**config.mk**
```make
export PLATFORM = sky130hd
export DESIGN_NAME = led_driver_gray_serializer_top_flat
export DESIGN_NICKNAME = d
export VERILOG_FILES = /design/src/rtl/ledgs_pkg.sv /design/src/rtl/ledgs_in_if.sv /design/src/rtl/ledgs_out_if.sv /design/src/rtl/ledgs_lane.sv /design/src/rtl/ledgs_merge.sv /design/src/rtl/led_driver_gray_serializer_top.sv /design/src/flat_wrapper.sv
export SDC_FILE = /design/constraint.sdc
export NUM_CORES = 1
export LEC_CHECK = 0
export ABC_AREA = 1
export BUFFER_PORTS_ARGS = -buffer_cell sky130_fd_sc_hd__buf_2
export CAP_MARGIN = 20
export CELL_PAD_IN_SITES_DETAIL_PLACEMENT = 1
export CELL_PAD_IN_SITES_GLOBAL_PLACEMENT = 1
export CORE_MARGIN = 2
export CORE_UTILIZATION = 45
export DETAILED_ROUTE_END_ITERATION = 10
export GPL_TIMING_DRIVEN = 0
export PLACE_DENSITY = 0.92
export SLEW_MARGIN = 30
export SYNTH_ARGS = -nofsm -noshare
export SYNTH_HDL_FRONTEND = slang
export SYNTH_HIERARCHICAL = 1
export SYNTH_SLANG_ARGS = --single-unit
```
**constraint.sdc**
```tcl
create_clock -name i_clk -period 4.7 [get_ports i_clk]
set_clock_uncertainty 0.2 [all_clocks]
set_input_delay 0.47 -clock i_clk [delete_from_list [all_inputs] [get_ports i_clk]]
set_output_delay 0.47 -clock i_clk [all_outputs]
set_load 0.1 [all_outputs]
```
**src/rtl/ledgs_pkg.sv**
```systemverilog
// ----------------------------------------------------------------------------
// LED driver grayscale serializer package
// Shared widths, codes and control types.
// ----------------------------------------------------------------------------
`default_nettype none

package ledgs_pkg;

    // Fixed field widths
    localparam int WordW   = 16;
    localparam int BeatW   = 5;
    localparam int NumLanes = 6;

    typedef logic [BeatW-1:0] t_beat_cnt;

    // Request kinds
    localparam logic KindGray = 1'b0;
    localparam logic KindCmd  = 1'b1;

    // Largest latch-enable tail
    localparam t_beat_cnt MaxTail = 5'd16;

    // Per-beat control from the sequencer to the merge stage
    typedef struct packed {
        logic push;
        logic le;
        logic last;
    } t_beat_ctl;

endpackage

`default_nettype wire

```
**src/rtl/ledgs_in_if.sv**
```systemverilog
// ----------------------------------------------------------------------------
// LED driver grayscale serializer: input channel
// Valid/ready channel carrying one grayscale or latch-enable request.
// ----------------------------------------------------------------------------
`default_nettype none

interface ledgs_in_if;
    logic                           valid;
    logic                           ready;
    logic                           kind;
    logic [ledgs_pkg::WordW-1:0]    top_red;
    logic [ledgs_pkg::WordW-1:0]    top_green;
    logic [ledgs_pkg::WordW-1:0]    top_blue;
    logic [ledgs_pkg::WordW-1:0]    bottom_red;
    logic [ledgs_pkg::WordW-1:0]    bottom_green;
    logic [ledgs_pkg::WordW-1:0]    bottom_blue;
    logic [ledgs_pkg::BeatW-1:0]    le_clocks;

    modport source (
        output valid, kind, top_red, top_green, top_blue,
               bottom_red, bottom_green, bottom_blue, le_clocks,
        input  ready
    );

    modport sink (
        input  valid, kind, top_red, top_green, top_blue,
               bottom_red, bottom_green, bottom_blue, le_clocks,
        output ready
    );
endinterface

`default_nettype wire

```
**src/rtl/ledgs_out_if.sv**
```systemverilog
// ----------------------------------------------------------------------------
// LED driver grayscale serializer: output channel
// Valid/ready channel carrying one clock beat of the driver bus.
// ----------------------------------------------------------------------------
`default_nettype none

interface ledgs_out_if;
    logic                              valid;
    logic                              ready;
    logic [ledgs_pkg::NumLanes-1:0]    color_bits;
    logic                              latch_enable;
    logic                              last;

    modport source (
        output valid, color_bits, latch_enable, last,
        input  ready
    );

    modport sink (
        input  valid, color_bits, latch_enable, last,
        output ready
    );
endinterface

`default_nettype wire

```
**src/rtl/ledgs_lane.sv**
```systemverilog
// ----------------------------------------------------------------------------
// LED driver grayscale serializer: channel lane
// One color channel shift register, MSB first, one bit per beat.
// ----------------------------------------------------------------------------
`default_nettype none

module ledgs_lane #(
    parameter int GRAY_BITS = 16
) (
    input  wire logic                 i_clk,
    input  wire logic                 i_load,
    input  wire logic                 i_shift,
    input  wire logic [GRAY_BITS-1:0] i_data,
    output logic                      o_bit
);

    logic [GRAY_BITS-1:0] r_shift;
    logic [GRAY_BITS-1:0] n_shift;

    // Load wins over shift: a new request may arrive with the last beat
    always_comb begin
        n_shift = r_shift;
        if (i_load) begin
            n_shift = i_data;
        end else if (i_shift) begin
            n_shift = {r_shift[GRAY_BITS-2:0], 1'b0};
        end
    end

    always_ff @(posedge i_clk) begin
        r_shift <= n_shift;
    end

    assign o_bit = r_shift[GRAY_BITS-1];

endmodule

`default_nettype wire

```
**src/rtl/ledgs_merge.sv**
```systemverilog
// ----------------------------------------------------------------------------
// LED driver grayscale serializer: merge stage
// Gathers the lane bits and beat flags into the registered output beat.
// ----------------------------------------------------------------------------
`default_nettype none

module ledgs_merge (
    input  wire logic                           i_clk,
    input  wire logic                           i_rst_n,
    input  wire ledgs_pkg::t_beat_ctl           i_ctl,
    input  wire logic [ledgs_pkg::NumLanes-1:0] i_lane_bits,
    output logic                                o_take,
    ledgs_out_if.source                         o_beat
);

    logic                           r_valid;
    logic                           n_valid;
    logic [ledgs_pkg::NumLanes-1:0] r_color;
    logic                           r_le;
    logic                           r_last;

    // Output register frees up when empty or being drained
    assign o_take = !r_valid || o_beat.ready;

    always_comb begin
        n_valid = r_valid;
        if (o_take) begin
            n_valid = i_ctl.push;
        end
    end

    always_ff @(posedge i_clk) begin
        if (!i_rst_n) begin
            r_valid <= 1'b0;
        end else begin
            r_valid <= n_valid;
        end
    end

    // Beat payload, lane i drives color bit i
    always_ff @(posedge i_clk) begin
        if (i_ctl.push && o_take) begin
            r_color <= i_lane_bits;
            r_le    <= i_ctl.le;
            r_last  <= i_ctl.last;
        end
    end

    assign o_beat.valid        = r_valid;
    assign o_beat.color_bits   = r_color;
    assign o_beat.latch_enable = r_le;
    assign o_beat.last         = r_last;

endmodule

`default_nettype wire

```
**src/rtl/led_driver_gray_serializer_top.sv**
```systemverilog
// First beat: an accepted request loads the sequencer and lanes, and its first
//   beat is registered in the merge stage once the output register is free.
// Beats: a grayscale request gives GRAY_BITS beats, a command gives its
//   latch-enable count (saturated at 16) in beats, an empty command none;
//   the beat counter emits one beat per cycle unless stalled, and the next
//   request loads with the final beat. Output stalls hold the beat counter.
// Reset: synchronous, active low; clears the sequencer and output valid.
// ----------------------------------------------------------------------------
// LED driver grayscale serializer top level
// Six channel lanes shift out in parallel under one beat sequencer; the
// merge stage registers each beat with its latch-enable and last flags.
// ----------------------------------------------------------------------------
`default_nettype none

module led_driver_gray_serializer_top #(
    parameter int GRAY_BITS = 16
) (
    input  wire logic    i_clk,
    input  wire logic    i_rst_n,
    ledgs_in_if.sink     i_gs,
    ledgs_out_if.source  o_beat
);

    localparam ledgs_pkg::t_beat_cnt GrayBeats = ledgs_pkg::t_beat_cnt'(GRAY_BITS);

    logic                  r_busy;
    logic                  n_busy;
    logic                  r_cmd;
    logic                  n_cmd;
    ledgs_pkg::t_beat_cnt  r_beats_left;
    ledgs_pkg::t_beat_cnt  n_beats_left;
    ledgs_pkg::t_beat_cnt  r_tail;
    ledgs_pkg::t_beat_cnt  n_tail;

    logic                  w_accept;
    logic                  w_start;
    logic                  w_take;
    logic                  w_advance;
    logic                  w_last_beat;
    logic                  w_is_cmd;
    ledgs_pkg::t_beat_cnt  w_le_sat;
    ledgs_pkg::t_beat_cnt  w_bit;
    ledgs_pkg::t_beat_ctl  w_ctl;

    logic [GRAY_BITS-1:0]             w_lane_in [ledgs_pkg::NumLanes];
    logic [ledgs_pkg::NumLanes-1:0]   w_lane_bits;

    // Request handshake: next request loads alongside the final beat
    assign w_advance   = r_busy && w_take;
    assign w_last_beat = (r_beats_left == ledgs_pkg::t_beat_cnt'(1));
    assign i_gs.ready  = !r_busy || (w_advance && w_last_beat);
    assign w_accept    = i_gs.valid && i_gs.ready;
    assign w_is_cmd    = (i_gs.kind == ledgs_pkg::KindCmd);

    // Saturate latch-enable count
    assign w_le_sat = (i_gs.le_clocks > ledgs_pkg::MaxTail) ? ledgs_pkg::MaxTail
                                                            : i_gs.le_clocks;

    // An empty command produces no beats
    assign w_start = w_accept && (!w_is_cmd || (w_le_sat != '0));

    // Beat sequencer
    always_comb begin
        n_busy       = r_busy;
        n_cmd        = r_cmd;
        n_beats_left = r_beats_left;
        n_tail       = r_tail;
        if (w_advance) begin
            n_beats_left = r_beats_left - ledgs_pkg::t_beat_cnt'(1);
            if (w_last_beat) begin
                n_busy = 1'b0;
            end
        end
        if (w_start) begin
            n_busy       = 1'b1;
            n_cmd        = w_is_cmd;
            n_tail       = w_le_sat;
            n_beats_left = w_is_cmd ? w_le_sat : GrayBeats;
        end
    end

    always_ff @(posedge i_clk) begin
        if (!i_rst_n) begin
            r_busy       <= 1'b0;
            r_cmd        <= 1'b0;
            r_beats_left <= '0;
            r_tail       <= '0;
        end else begin
            r_busy       <= n_busy;
            r_cmd        <= n_cmd;
            r_beats_left <= n_beats_left;
            r_tail       <= n_tail;
        end
    end

    // Bit position being sent and beat flags
    assign w_bit      = r_beats_left - ledgs_pkg::t_beat_cnt'(1);
    assign w_ctl.push = w_advance;
    assign w_ctl.le   = r_cmd || (w_bit < r_tail);
    assign w_ctl.last = w_last_beat;

    // Lane data: commands shift out zeros
    assign w_lane_in[0] = w_is_cmd ? '0 : i_gs.top_red[GRAY_BITS-1:0];
    assign w_lane_in[1] = w_is_cmd ? '0 : i_gs.top_green[GRAY_BITS-1:0];
    assign w_lane_in[2] = w_is_cmd ? '0 : i_gs.top_blue[GRAY_BITS-1:0];
    assign w_lane_in[3] = w_is_cmd ? '0 : i_gs.bottom_red[GRAY_BITS-1:0];
    assign w_lane_in[4] = w_is_cmd ? '0 : i_gs.bottom_green[GRAY_BITS-1:0];
    assign w_lane_in[5] = w_is_cmd ? '0 : i_gs.bottom_blue[GRAY_BITS-1:0];

    // Channel lanes
    for (genvar g = 0; g < ledgs_pkg::NumLanes; g++) begin : g_lane
        ledgs_lane #(
            .GRAY_BITS (GRAY_BITS)
        ) u_lane (
            .i_clk   (i_clk),
            .i_load  (w_start),
            .i_shift (w_advance),
            .i_data  (w_lane_in[g]),
            .o_bit   (w_lane_bits[g])
        );
    end

    // Merge lanes into the output beat
    ledgs_merge u_merge (
        .i_clk       (i_clk),
        .i_rst_n     (i_rst_n),
        .i_ctl       (w_ctl),
        .i_lane_bits (w_lane_bits),
        .o_take      (w_take),
        .o_beat      (o_beat)
    );

endmodule

`default_nettype wire

```
**src/flat_wrapper.sv**
```systemverilog
// flat-port wrapper written by rule: the top's interface ports become plain ports
module led_driver_gray_serializer_top_flat 
#(
    parameter int GRAY_BITS = 16
)
  (i_clk, i_rst_n, i_gs_valid, i_gs_kind, i_gs_top_red, i_gs_top_green, i_gs_top_blue, i_gs_bottom_red, i_gs_bottom_green, i_gs_bottom_blue, i_gs_le_clocks, i_gs_ready, o_beat_valid, o_beat_color_bits, o_beat_latch_enable, o_beat_last, o_beat_ready);
  ledgs_in_if i_gs_i ();
  ledgs_out_if o_beat_i ();
  input  wire logic i_clk;
  input  wire logic i_rst_n;
  input wire logic [$bits(i_gs_i.valid)-1:0] i_gs_valid;
  input wire logic [$bits(i_gs_i.kind)-1:0] i_gs_kind;
  input wire logic [$bits(i_gs_i.top_red)-1:0] i_gs_top_red;
  input wire logic [$bits(i_gs_i.top_green)-1:0] i_gs_top_green;
  input wire logic [$bits(i_gs_i.top_blue)-1:0] i_gs_top_blue;
  input wire logic [$bits(i_gs_i.bottom_red)-1:0] i_gs_bottom_red;
  input wire logic [$bits(i_gs_i.bottom_green)-1:0] i_gs_bottom_green;
  input wire logic [$bits(i_gs_i.bottom_blue)-1:0] i_gs_bottom_blue;
  input wire logic [$bits(i_gs_i.le_clocks)-1:0] i_gs_le_clocks;
  output wire logic [$bits(i_gs_i.ready)-1:0] i_gs_ready;
  output wire logic [$bits(o_beat_i.valid)-1:0] o_beat_valid;
  output wire logic [$bits(o_beat_i.color_bits)-1:0] o_beat_color_bits;
  output wire logic [$bits(o_beat_i.latch_enable)-1:0] o_beat_latch_enable;
  output wire logic [$bits(o_beat_i.last)-1:0] o_beat_last;
  input wire logic [$bits(o_beat_i.ready)-1:0] o_beat_ready;
  assign i_gs_i.valid = i_gs_valid;
  assign i_gs_i.kind = i_gs_kind;
  assign i_gs_i.top_red = i_gs_top_red;
  assign i_gs_i.top_green = i_gs_top_green;
  assign i_gs_i.top_blue = i_gs_top_blue;
  assign i_gs_i.bottom_red = i_gs_bottom_red;
  assign i_gs_i.bottom_green = i_gs_bottom_green;
  assign i_gs_i.bottom_blue = i_gs_bottom_blue;
  assign i_gs_i.le_clocks = i_gs_le_clocks;
  assign i_gs_ready = i_gs_i.ready;
  assign o_beat_valid = o_beat_i.valid;
  assign o_beat_color_bits = o_beat_i.color_bits;
  assign o_beat_latch_enable = o_beat_i.latch_enable;
  assign o_beat_last = o_beat_i.last;
  assign o_beat_i.ready = o_beat_ready;
  led_driver_gray_serializer_top #(.GRAY_BITS(GRAY_BITS)) u_core (.i_clk(i_clk), .i_rst_n(i_rst_n), .i_gs(i_gs_i), .o_beat(o_beat_i));
endmodule
```
## Word-level counts from Yosys, hierarchy flattened

Cells that the tools add are included.

- Flip-flop bits (word level): 117
- Logic and storage cells: 59
- Bits of input ports: 106

- $lt $le $gt $ge: 2
- Add/sub/neg operators: 1
- Eq/ne operators: 1
- Reduce and logical (&&, ||, !) cells: 16
- Multiplexer cells: 25

Operators by type and width:

| cell | number |
|---|---|
| 16-bit two-way mux | 18 |
| 5-bit two-way mux | 4 |
| 5-bit by 1-bit == test with 1-bit output, second input constant | 1 |
| 5-bit > comparator, second input constant | 1 |
| 1-bit logical AND | 5 |
| 5-bit less-than comparator | 1 |
| 5-bit nonzero test | 1 |
| 5-bit by 1-bit subtractor with 5-bit output, second input constant | 1 |
| 1-bit logical OR | 4 |
| 2-bit nonzero test | 2 |
| 1-bit logical NOT | 3 |
| 1-bit two-way mux | 3 |
| 2-bit AND reduction | 1 |

## Longest topological paths before layout

Gate-level depths: netlist of run 1.

- Word-level depth: 9
- Depth in mapped cells: 11
- Gate-level depth less buffers: 10

## By module

Netlist of run 1, hierarchy kept.

Modules (own cells, without submodules):

| module | times used | area an instance (um^2) | cells an instance |
|---|---|---|---|
| ledgs_lane | 6 | 726.9 | 68 |
| led_driver_gray_serializer_top | 1 | 1599.0 | 333 |
| ledgs_merge | 1 | 291.5 | 15 |

## Worst setup path after synthesis of run 1

OpenSTA, ideal clock, no wires.

- Kind: register -> register
- Start: register u_core.u_merge.r_valid, in the netlist u_core/u_merge/o_beat.valid
- End: register u_core.g_lane[0].u_lane.r_shift[0] (enable)
- Period minus slack after synthesis: 3.018 ns
- Arrival time: 2.495 ns
- Path buffers: 1
- Slack: 1.682 ns
- Setup time: 0.323 ns
- Required time: 4.177 ns
- Stages on the path, launching flop included: 8
- Path through: dfxtp_1 nand2_2 nand4_1 nand2_4 nand2_4 inv_1 buf_6 or2_1

- Longest elaborated chain between the ends: 8

Ends and longest elaborated chain:

| item | line | text |
|---|---|---|
| start: declaration | ledgs_merge.sv:16 | `logic r_valid;` |
| start signal: assignment | ledgs_merge.sv:36 | `r_valid <= n_valid;` |
| 1-bit logical NOT | ledgs_merge.sv:23 | `assign o_take = !r_valid \|\| o_beat.ready;` |
| 1-bit logical OR | ledgs_merge.sv:23 |  |
| named net u_core.w_take | led_driver_gray_serializer_top.sv:37 | `logic w_take;` |
| 1-bit logical AND | led_driver_gray_serializer_top.sv:49 | `assign w_advance = r_busy && w_take;` |
| 1-bit logical AND | led_driver_gray_serializer_top.sv:51 | `assign i_gs.ready = !r_busy \|\| (w_advance && w_last_beat);` |
| 1-bit logical OR | led_driver_gray_serializer_top.sv:51 |  |
| named net i_gs_ready | flat_wrapper.sv:20 | `output wire logic [$bits(i_gs_i.ready)-1:0] i_gs_ready;` |
| 1-bit logical AND | led_driver_gray_serializer_top.sv:52 | `assign w_accept = i_gs.valid && i_gs.ready;` |
| 1-bit logical AND | led_driver_gray_serializer_top.sv:60 | `assign w_start = w_accept && (!w_is_cmd \|\| (w_le_sat != '0));` |
| 2-bit nonzero test (no line) | n/a |  |
| end signal: assignment | ledgs_lane.sv:31 | `r_shift <= n_shift;` |
| end: declaration | ledgs_lane.sv:17 | `logic [GRAY_BITS-1:0] r_shift;` |

The timed path passes the listed nets, and every way through them passes these cells.
A chain may end at the register's enable or synchronous reset.

## Worst setup path in the final report of run 1

- Start: register u_core.r_beats_left[1]
- End: register u_core.g_lane[4].u_lane.r_shift[3] (enable)

- Longest elaborated chain between the ends: 6

Ends and longest elaborated chain:

| item | line | text |
|---|---|---|
| start: declaration | led_driver_gray_serializer_top.sv:30 | `ledgs_pkg::t_beat_cnt r_beats_left;` |
| start signal: assignment | led_driver_gray_serializer_top.sv:91 | `r_beats_left <= n_beats_left;` |
| 5-bit by 1-bit == test with 1-bit output | led_driver_gray_serializer_top.sv:50 | `assign w_last_beat = (r_beats_left == ledgs_pkg::t_beat_cnt'(1));` |
| 1-bit logical AND | led_driver_gray_serializer_top.sv:51 |  |
| 1-bit logical OR | led_driver_gray_serializer_top.sv:51 |  |
| 1-bit logical AND | led_driver_gray_serializer_top.sv:52 |  |
| 1-bit logical AND | led_driver_gray_serializer_top.sv:60 |  |
| 2-bit nonzero test (no line) | n/a |  |
| end signal: assignment | ledgs_lane.sv:31 |  |
| end: declaration | ledgs_lane.sv:17 |  |

Every way passes these cells.

==> results of run 1 <==
[worst reg2reg max path: stages (launching register included)]
cell	delay, ns
dfxtp_1	0.29
inv_1	0.14
ha_1	0.22
nand4_1	0.15
nand2_4	0.17
nand2_4	0.12
inv_1	0.44
buf_6	0.23
or2_1	0.62
[final timing paths]
kind	end	slack, ns	cells past startpoint
max	u_core/g_lane[4].u_lane/r_shift[3]$_DFFE_PP_	1.75	8
min	u_core/u_merge/o_beat.valid$_SDFFE_PN0P_	0.17	4
min reg2reg	u_core/u_merge/o_beat.color_bits[0]$_DFFE_PP_	0.21	0
max reg2reg	u_core/g_lane[4].u_lane/r_shift[3]$_DFFE_PP_	1.75	8
[stage by stage]
step | hold WS, ns | instances | utilization
6_report | 0.173 | 1082 | 0.552
3_5_place_dp | 0.207 | 1050 | 0.514
4_1_cts | 0.139 | 1082 | 0.551
3_3_place_gp | 0.201 | 1050 | 0.514
2_1_floorplan | 0.200 | 756 | -
5_1_grt | 0.174 | 1082 | 0.552
[layout make-up]
type,count,share of cell area
flip-flops and latches,117,0.447
multi-input cells,470,0.266
repair buffers,114,0.0754
inverters,139,0.0729
clock buffers,26,0.0646
plain buffers,30,0.0410
well taps,180,0.0298
clock inverters,6,0.00380
[sequential cells by signal, summed over array words and instances (netlist names)]
name	flops
u_core/u_merge/o_beat.color_bits	6
u_core/r_busy	1
u_core/u_merge/o_beat.valid	1
u_core/r_beats_left	5
u_core/u_merge/o_beat.last	1
u_core/r_tail	5
u_core/g_lane.u_lane/r_shift	96
u_core/u_merge/o_beat.latch_enable	1
u_core/r_cmd	1
[report_power, final]
group / total, mW / internal (mW) / switching [mW]
combinational: 0.598 / 0.200 / 0.397
sequential: 1.41 / 1.36 / 0.0585
clock: 1.14 / 0.707 / 0.433
total: 3.15 / 2.26 / 0.889
[layout by cell type (no fill, tap or decap), types with 2 or more instances in the layout]
cell type,netlist,layout
a21oi_1,11,10
a21oi_2,1,2
buf_12,6,6
buf_2,2,116
buf_6,13,13
clkbuf_1,9,15
clkbuf_16,0,17
clkbuf_8,0,3
clkinv_2,0,5
dfxtp_1,13,13
edfxtp_1,104,104
ha_1,6,6
inv_1,131,131
inv_2,2,2
inv_6,6,6
nand2_1,269,269
nand2_2,33,33
nand2_4,2,2
nand3_1,13,13
nand4_1,2,2
nor2_1,112,112
nor2_2,2,2
o21ai_0,8,8
or2_1,6,6
xor2_1,2,2
[layer usage]
layer	vias up	track usage	routed length (µm)
li1	2547	-	-
met1	2360	0.263	6510
met2	111	0.363	7650
met3	30	0.0421	440
met4	0	0.103	421
met5	-	0	0
[cells by family (layout without fill, tap and decap cells)]
group	count (synthesis)	in the layout
flip-flops	117	117
adder cells (fa/ha/maj)	6	6
buffers and inverters	169	315
AND/OR/NAND/NOR	441	441
AO/OA/AOI/OAI	21	21
XOR/XNOR	2	2
==> run metrics, run 1 <==
status complete, no violations; post-cts resize count 0; total negative slack 0 ns; RePlAce Congestion 0.802; drt total wl between 15000 and 20000 µm; max incr delay on CP 0.62 ns; grt total ovfl 0; Buf+Inv Stages, Crit Path 3; Seq cells post-synth 117; Worst Slack Setup Final 1.75 ns; FF+latch area approximately 3400 µm²; Worst EP required 4.54 ns; dpl ws about 1.7 ns; Synth top area share 0.499; worst r2r src u_core/r_beats_left[1]$_SDFFE_PN0P_; Setup violations, final 0; Die ar. 14900 µm²; htree depth 4; initial core utilization 0.456; Adder-Cell Fraction of Synth Area 0.0120; ys async rst share 0; Slew headroom 0.484; Tot Pwr 3.15 mW; CTS sink count 117; HPWL after DPL 10400 µm; crit path DAT 2.79 ns; Filler Cell Count approximately 1700; FP Rows 43; Warnings, synthesis 6; initial DRC count 297; RSZ-0062 raised after global routing no; wire per inst roughly 14 µm; number of port buffers 114; area leader, netlist edfxtp_1; die width about 120 µm; Final Max Tran Viols 0; nets 1001; xor-xnor portion of the synthesized cell area 0.00280; Mapped Area ~6300 µm²; Critical Path End Type flop; Hold WC Path Type in -> reg; Max Clock Freq 0.339 GHz; postcts setup bufs 0; post-synthesis compound-gate area fraction 0.0178; Synth top cells by count 269 x nand2_1, 131 x inv_1, 112 x nor2_1, 104 x edfxtp_1, 33 x nand2_2; CTS max path bufs 2; placed instance area slightly above 7000 µm²; die height between 100 and 150 µm; TritonCTS buffer count 17; GRT Total Usage 0.214; Mean Syn Cell Area 8.27 µm²; MaxCap Viol Count 0; P_leak slightly below 4 nW; top post-synthesis cells by area edfxtp_1 50%, nand2_1 16%, inv_1 7.9%, nor2_1 6.7%, dfxtp_1 4.2%; dominant cell by count in the synthesized netlist nand2_1; Hold Startpoint o_beat_ready; first-pass GRT wire length between 20000 and 25000 µm; post-synthesis mux area share 0; simple-gate share of the synthesized area 0.288; worst-skew pair later-pin latency 0.42 ns; area of the multi-input gates 2010 µm²; final worst-path cycle share 0.628; Crit Path Max Fanout 16; CP delay by family, top simple AND/OR/NAND/NOR gates; drt drc 0; Hold Buf Count CTS 0; post-layout min period a little under 3 ns; routed vias/inst ~4.7; TritonCTS clock tree done; worst setup path category reg -> reg; Final Hold Viols 0; I/O pin cnt 116; Max IR drop VDD slightly above 0.3 mV; Post-synth EDFFs 104; crit path max-delay cell type or2_1; DR pass1 iterations 4; post-synthesis cell count 756; vias in the first global route around 5000; Clk pin slew, worst setup/hold paths approximately 0.050 ns; root buffer cell clkbuf_16; Top FF cell, synth edfxtp_1; # diodes 0; DR vias 5048; crit path from u_core/r_beats_left[1]$_SDFFE_PN0P_; Cell Pwr Density 416 nW/µm²; DRT antenna net count 0; Cell Chain, Critical Path inv_1 -> ha_1 -> nand4_1 -> nand2_4 -> nand2_4 -> inv_1 -> buf_6 -> or2_1; antenna violations before repair 0; Slew @ Worst Pin 0.774 ns; Startpoint Class flop; post-synth net total ~870; fin area 7570 µm²; layout cells sized above 1 0.231; fraction of the yosys area taken by sequential cells 0.541; synth-to-layout area growth 21.1%; largest family of logic cells by synthesized area simple AND/OR/NAND/NOR gates; largest net degree at the start of global routing 17; number of library cell types mapped by synthesis 25; core area around 14000 µm²
(Power assumes the default switching activity.)
==> run 2: changes to the inputs <==
--- a/config.mk
+++ b/config.mk
@@ -5,16 +5,16 @@
 export SDC_FILE = /design/constraint.sdc
 export NUM_CORES = 1
 export LEC_CHECK = 0
-export ABC_AREA = 1
+export ABC_AREA = 0
 export BUFFER_PORTS_ARGS = -buffer_cell sky130_fd_sc_hd__buf_2
 export CAP_MARGIN = 20
 export CELL_PAD_IN_SITES_DETAIL_PLACEMENT = 1
 export CELL_PAD_IN_SITES_GLOBAL_PLACEMENT = 1
 export CORE_MARGIN = 2
-export CORE_UTILIZATION = 45
+export CORE_UTILIZATION = 46
 export DETAILED_ROUTE_END_ITERATION = 10
 export GPL_TIMING_DRIVEN = 0
-export PLACE_DENSITY = 0.92
+export PLACE_DENSITY = 0.87
 export SLEW_MARGIN = 30
 export SYNTH_ARGS = -nofsm -noshare
 export SYNTH_HDL_FRONTEND = slang
==> constraint.sdc (replaced) <==
create_clock -name i_clk -period 3 [get_ports i_clk]
set_clock_uncertainty 0.2 [all_clocks]
set_input_delay 0.3 -clock i_clk [delete_from_list [all_inputs] [get_ports i_clk]]
set_output_delay 0.3 -clock i_clk [all_outputs]
set_load 0.1 [all_outputs]
==> run metrics, run 2 <==
ys async rst share 0 (unchanged); Critical Path End Type flop; worst setup path category reg -> reg; number of library cell types mapped by synthesis 44 (+76%); htree depth 4 (unchanged); layout cells sized above 1 0.477 (+0.247); FP Rows 42 (-2.3%); CTS max path bufs 2 (unchanged); Die ar. 14200 µm² (-4.3%); Worst EP required 2.86 ns (-1.68 ns); HPWL after DPL 9540 µm (-8.6%); Filler Cell Count 1314 (-24%); # diodes 0 (unchanged); Synth top cells by count 104 x edfxtp_1, 97 x nor2b_1, 48 x mux2_4, 42 x mux2_2, 13 x dfxtp_1; I/O pin cnt 116 (unchanged); commonest cells after routing, fill and taps aside 115 x buf_2, 104 x edfxtp_1, 97 x nor2b_1; Cell Chain, Critical Path ha_1 -> nor4b_4 -> a21boi_4 -> clkinv_4 -> nand2_4 -> inv_2 -> buf_6 -> buf_12 -> or2_2; Max Clock Freq 0.366 GHz (+8.0%); Slew @ Worst Pin 0.649 ns (-0.125 ns); DRT antenna net count 0 (unchanged); post-synthesis mux area share 0.195 (+0.195); max reg flops 96 (unchanged); status complete, no violations; routed vias/inst 5.08 (+9.0%); DR vias 3793 (-25%); Synth top area share 0.511 (+0.0118); WHS Path Cells 3 (-1); reg2reg path depth 9 (+1); Cell Pwr Density 679 nW/µm² (+63%); DR pass1 iterations 4 (unchanged); Max IR drop VDD 0.492 mV (+62%); root buffer cell clkbuf_16; P_leak 3.05 nW (-23%); initial core utilization 0.467 (+0.0111); Setup violations, final 0 (unchanged); MaxCap Viol Count 0 (unchanged); number of port buffers 115 (+0.88%); area leader, netlist edfxtp_1; crit path DAT 2.60 ns (-0.19 ns); synth-to-layout area growth 23.5%; leading cell type in the layout, fill and taps excluded buf_2; worst-skew pair later-pin latency 0.41 ns (about the same); post-synthesis compound-gate area fraction 0.0412 (+0.0234); wire per inst 18.6 µm (+34%); TritonCTS clock tree done; met3 WL 452 µm (+2.7%); postcts setup bufs 0 (unchanged); die height 119 µm (-2.2%); Tot Pwr 5.12 mW (+63%); top post-synthesis cells by area edfxtp_1 51%, mux2_4 12%, nor2b_1 9.9%, mux2_2 7.7%, dfxtp_1 4.3%; Crit Path Max Fanout 16 (unchanged); post-synth net total 531 (-39%); TritonCTS buffer count 17 (unchanged); Final Hold Viols 0 (unchanged); post-layout min period 2.73 ns (-0.219 ns); core area 13100 µm² (-4.6%); Top FF cell, synth edfxtp_1; largest family of logic cells by synthesized area multiplexers; Mapped Area 6110 µm² (-2.3%); CTS sink count 117 (unchanged); dominant cell by count in the synthesized netlist edfxtp_1; Seq cells post-synth 117 (unchanged); Clk pin slew, worst setup/hold paths 0.05 ns (about the same); Buf+Inv Stages, Crit Path 4 (+1); die width 119 µm (-2.2%); Startpoint Class flop; Final Max Tran Viols 0 (unchanged); Warnings, synthesis 6 (unchanged); Post-synth EDFFs 104 (unchanged); Mean Syn Cell Area 14.6 µm² (+76%); Hold WC Path Type in -> reg; max incr delay on CP 0.43 ns (-0.19 ns); first-pass GRT wire length 21800 µm (-10%); drt drc 0 (unchanged); Slew headroom 0.568 (+0.0835); RSZ-0062 raised after global routing no; xor-xnor portion of the synthesized cell area 0.00574 (+0.00293); nets 669 (-33%); grt total ovfl 0 (unchanged); initial DRC count 208 (-30%); CP delay by family, top simple AND/OR/NAND/NOR gates; drt total wl 13900 µm (-7.6%); Adder-Cell Fraction of Synth Area 0.0123 (+0.000283); antenna violations before repair 0 (unchanged); post-synthesis cell count 419 (-45%); GRT Total Usage 0.203 (-0.0110); fraction of the yosys area taken by sequential cells 0.554 (+0.0127); crit path max-delay cell type dfxtp_1; vias in the first global route 4130 (-20%); Crit path depth 9 (+1); Met1 Routed Length 6270 µm (-3.6%); RePlAce Congestion 0.803 (about the same); Biggest register u_core/g_lane.u_lane/r_shift; final worst-path cycle share 0.911 (+0.283); largest net degree at the start of global routing 17 (unchanged); met2 wire len 6950 µm (-9.1%); uppermost layer routed met4; total negative slack 0 ns (unchanged); simple-gate share of the synthesized area 0.142 (-0.147)
[run 2: changes by cell type in the layout (fill, tap and decap cells not counted), moves of 6 or more]
cell / previous run / this run
or2_2: 0 / 6
nand2_2: 33 / 0
mux2_4: 0 / 48
and2_2: 0 / 6
mux2_2: 0 / 42
or2_1: 6 / 0
inv_6: 6 / 0
nand3_1: 13 / 2
nor2_1: 112 / 3
nand2_1: 269 / 3
inv_1: 131 / 8
nor2b_1: 0 / 97
[run 2: tightest hold or removal path, cell delays in order]
cell and delay (ns):
buf_2 0.12, nand4b_1 0.09, a21oi_1 0.07
[run 2: layout make-up]
class / instances / area [µm²] / share of cell area
Buffer: 25 / 255 / 0.0338
Multi-Input combinational cell: 265 / 2420 / 0.321
Timing Repair Buffer: 119 / 616 / 0.0816
Tap cell: 176 / 220 / 0.0292
Clock inverter: 12 / 160 / 0.0212
Clock buffer: 20 / 437 / 0.0579
Inverter: 12 / 50.0 / 0.00664
Sequential cell: 117 / 3380 / 0.449
[run 2: layer usage]
| layer | GRT usage | vias to the layer above |
|---|---|---|
| met5 | 0 | - |
| met1 | 0.257 | 1903 |
| met3 | 0.0436 | 13 |
| met4 | 0.0833 | 0 |
| li1 | - | 1785 |
| met2 | 0.339 | 92 |
[run 2: where the power goes]
group / total, mW / switching, mW / internal [mW]
clock: 2.08 / 0.706 / 1.37
sequential: 2.17 / 0.0856 / 2.08
combinational: 0.878 / 0.445 / 0.433
[run 2: worst paths after layout]
check / start / end / slack [ns]
max: u_core/r_beats_left[0]$_SDFFE_PN0P_ / u_core/g_lane[5].u_lane/r_shift[15]$_DFFE_PP_ / 0.27
min reg2reg: u_core/g_lane[5].u_lane/r_shift[15]$_DFFE_PP_ / u_core/u_merge/o_beat.color_bits[5]$_DFFE_PP_ / 0.21
max reg2reg: u_core/r_beats_left[0]$_SDFFE_PN0P_ / u_core/g_lane[5].u_lane/r_shift[15]$_DFFE_PP_ / 0.27
min: i_gs_le_clocks[2] / u_core/r_tail[2]$_SDFFE_PN0N_ / 0.03
[run 2: kinds of logic after synthesis]
family          Yosys count
compound gates           33
xor+xnor                  4
fa+ha+maj                 6
buf+inv                  37
flops                   117
mux                      90
simple gates            132
[run 2: per-stage QoR]
stage | worst slack [ns] | hold slack [ns] | std cells | util | area [µm²]
floorplan | 0.307 | 0.200 | 419 | - | 6110
global placement | 0.0663 | 0.203 | 710 | 0.528 | 6910
detailed placement | 0.0222 | 0.208 | 710 | 0.528 | 6910
CTS | 0.00445 | 0.00155 | 746 | 0.576 | 7540
global route | 0.121 | 0.0116 | 746 | 0.576 | 7540
finish | 0.268 | 0.0262 | 746 | 0.576 | 7540
[run 2: timing repair]
| item | in CTS | in global routing |
|---|---|---|
| endpoints found under the setup margin | 0 | 96 |
| gates resized for setup | 0 | 6 |
| endpoints found under the hold margin | 5 | 0 |
| hold buffers | 4 | 0 |
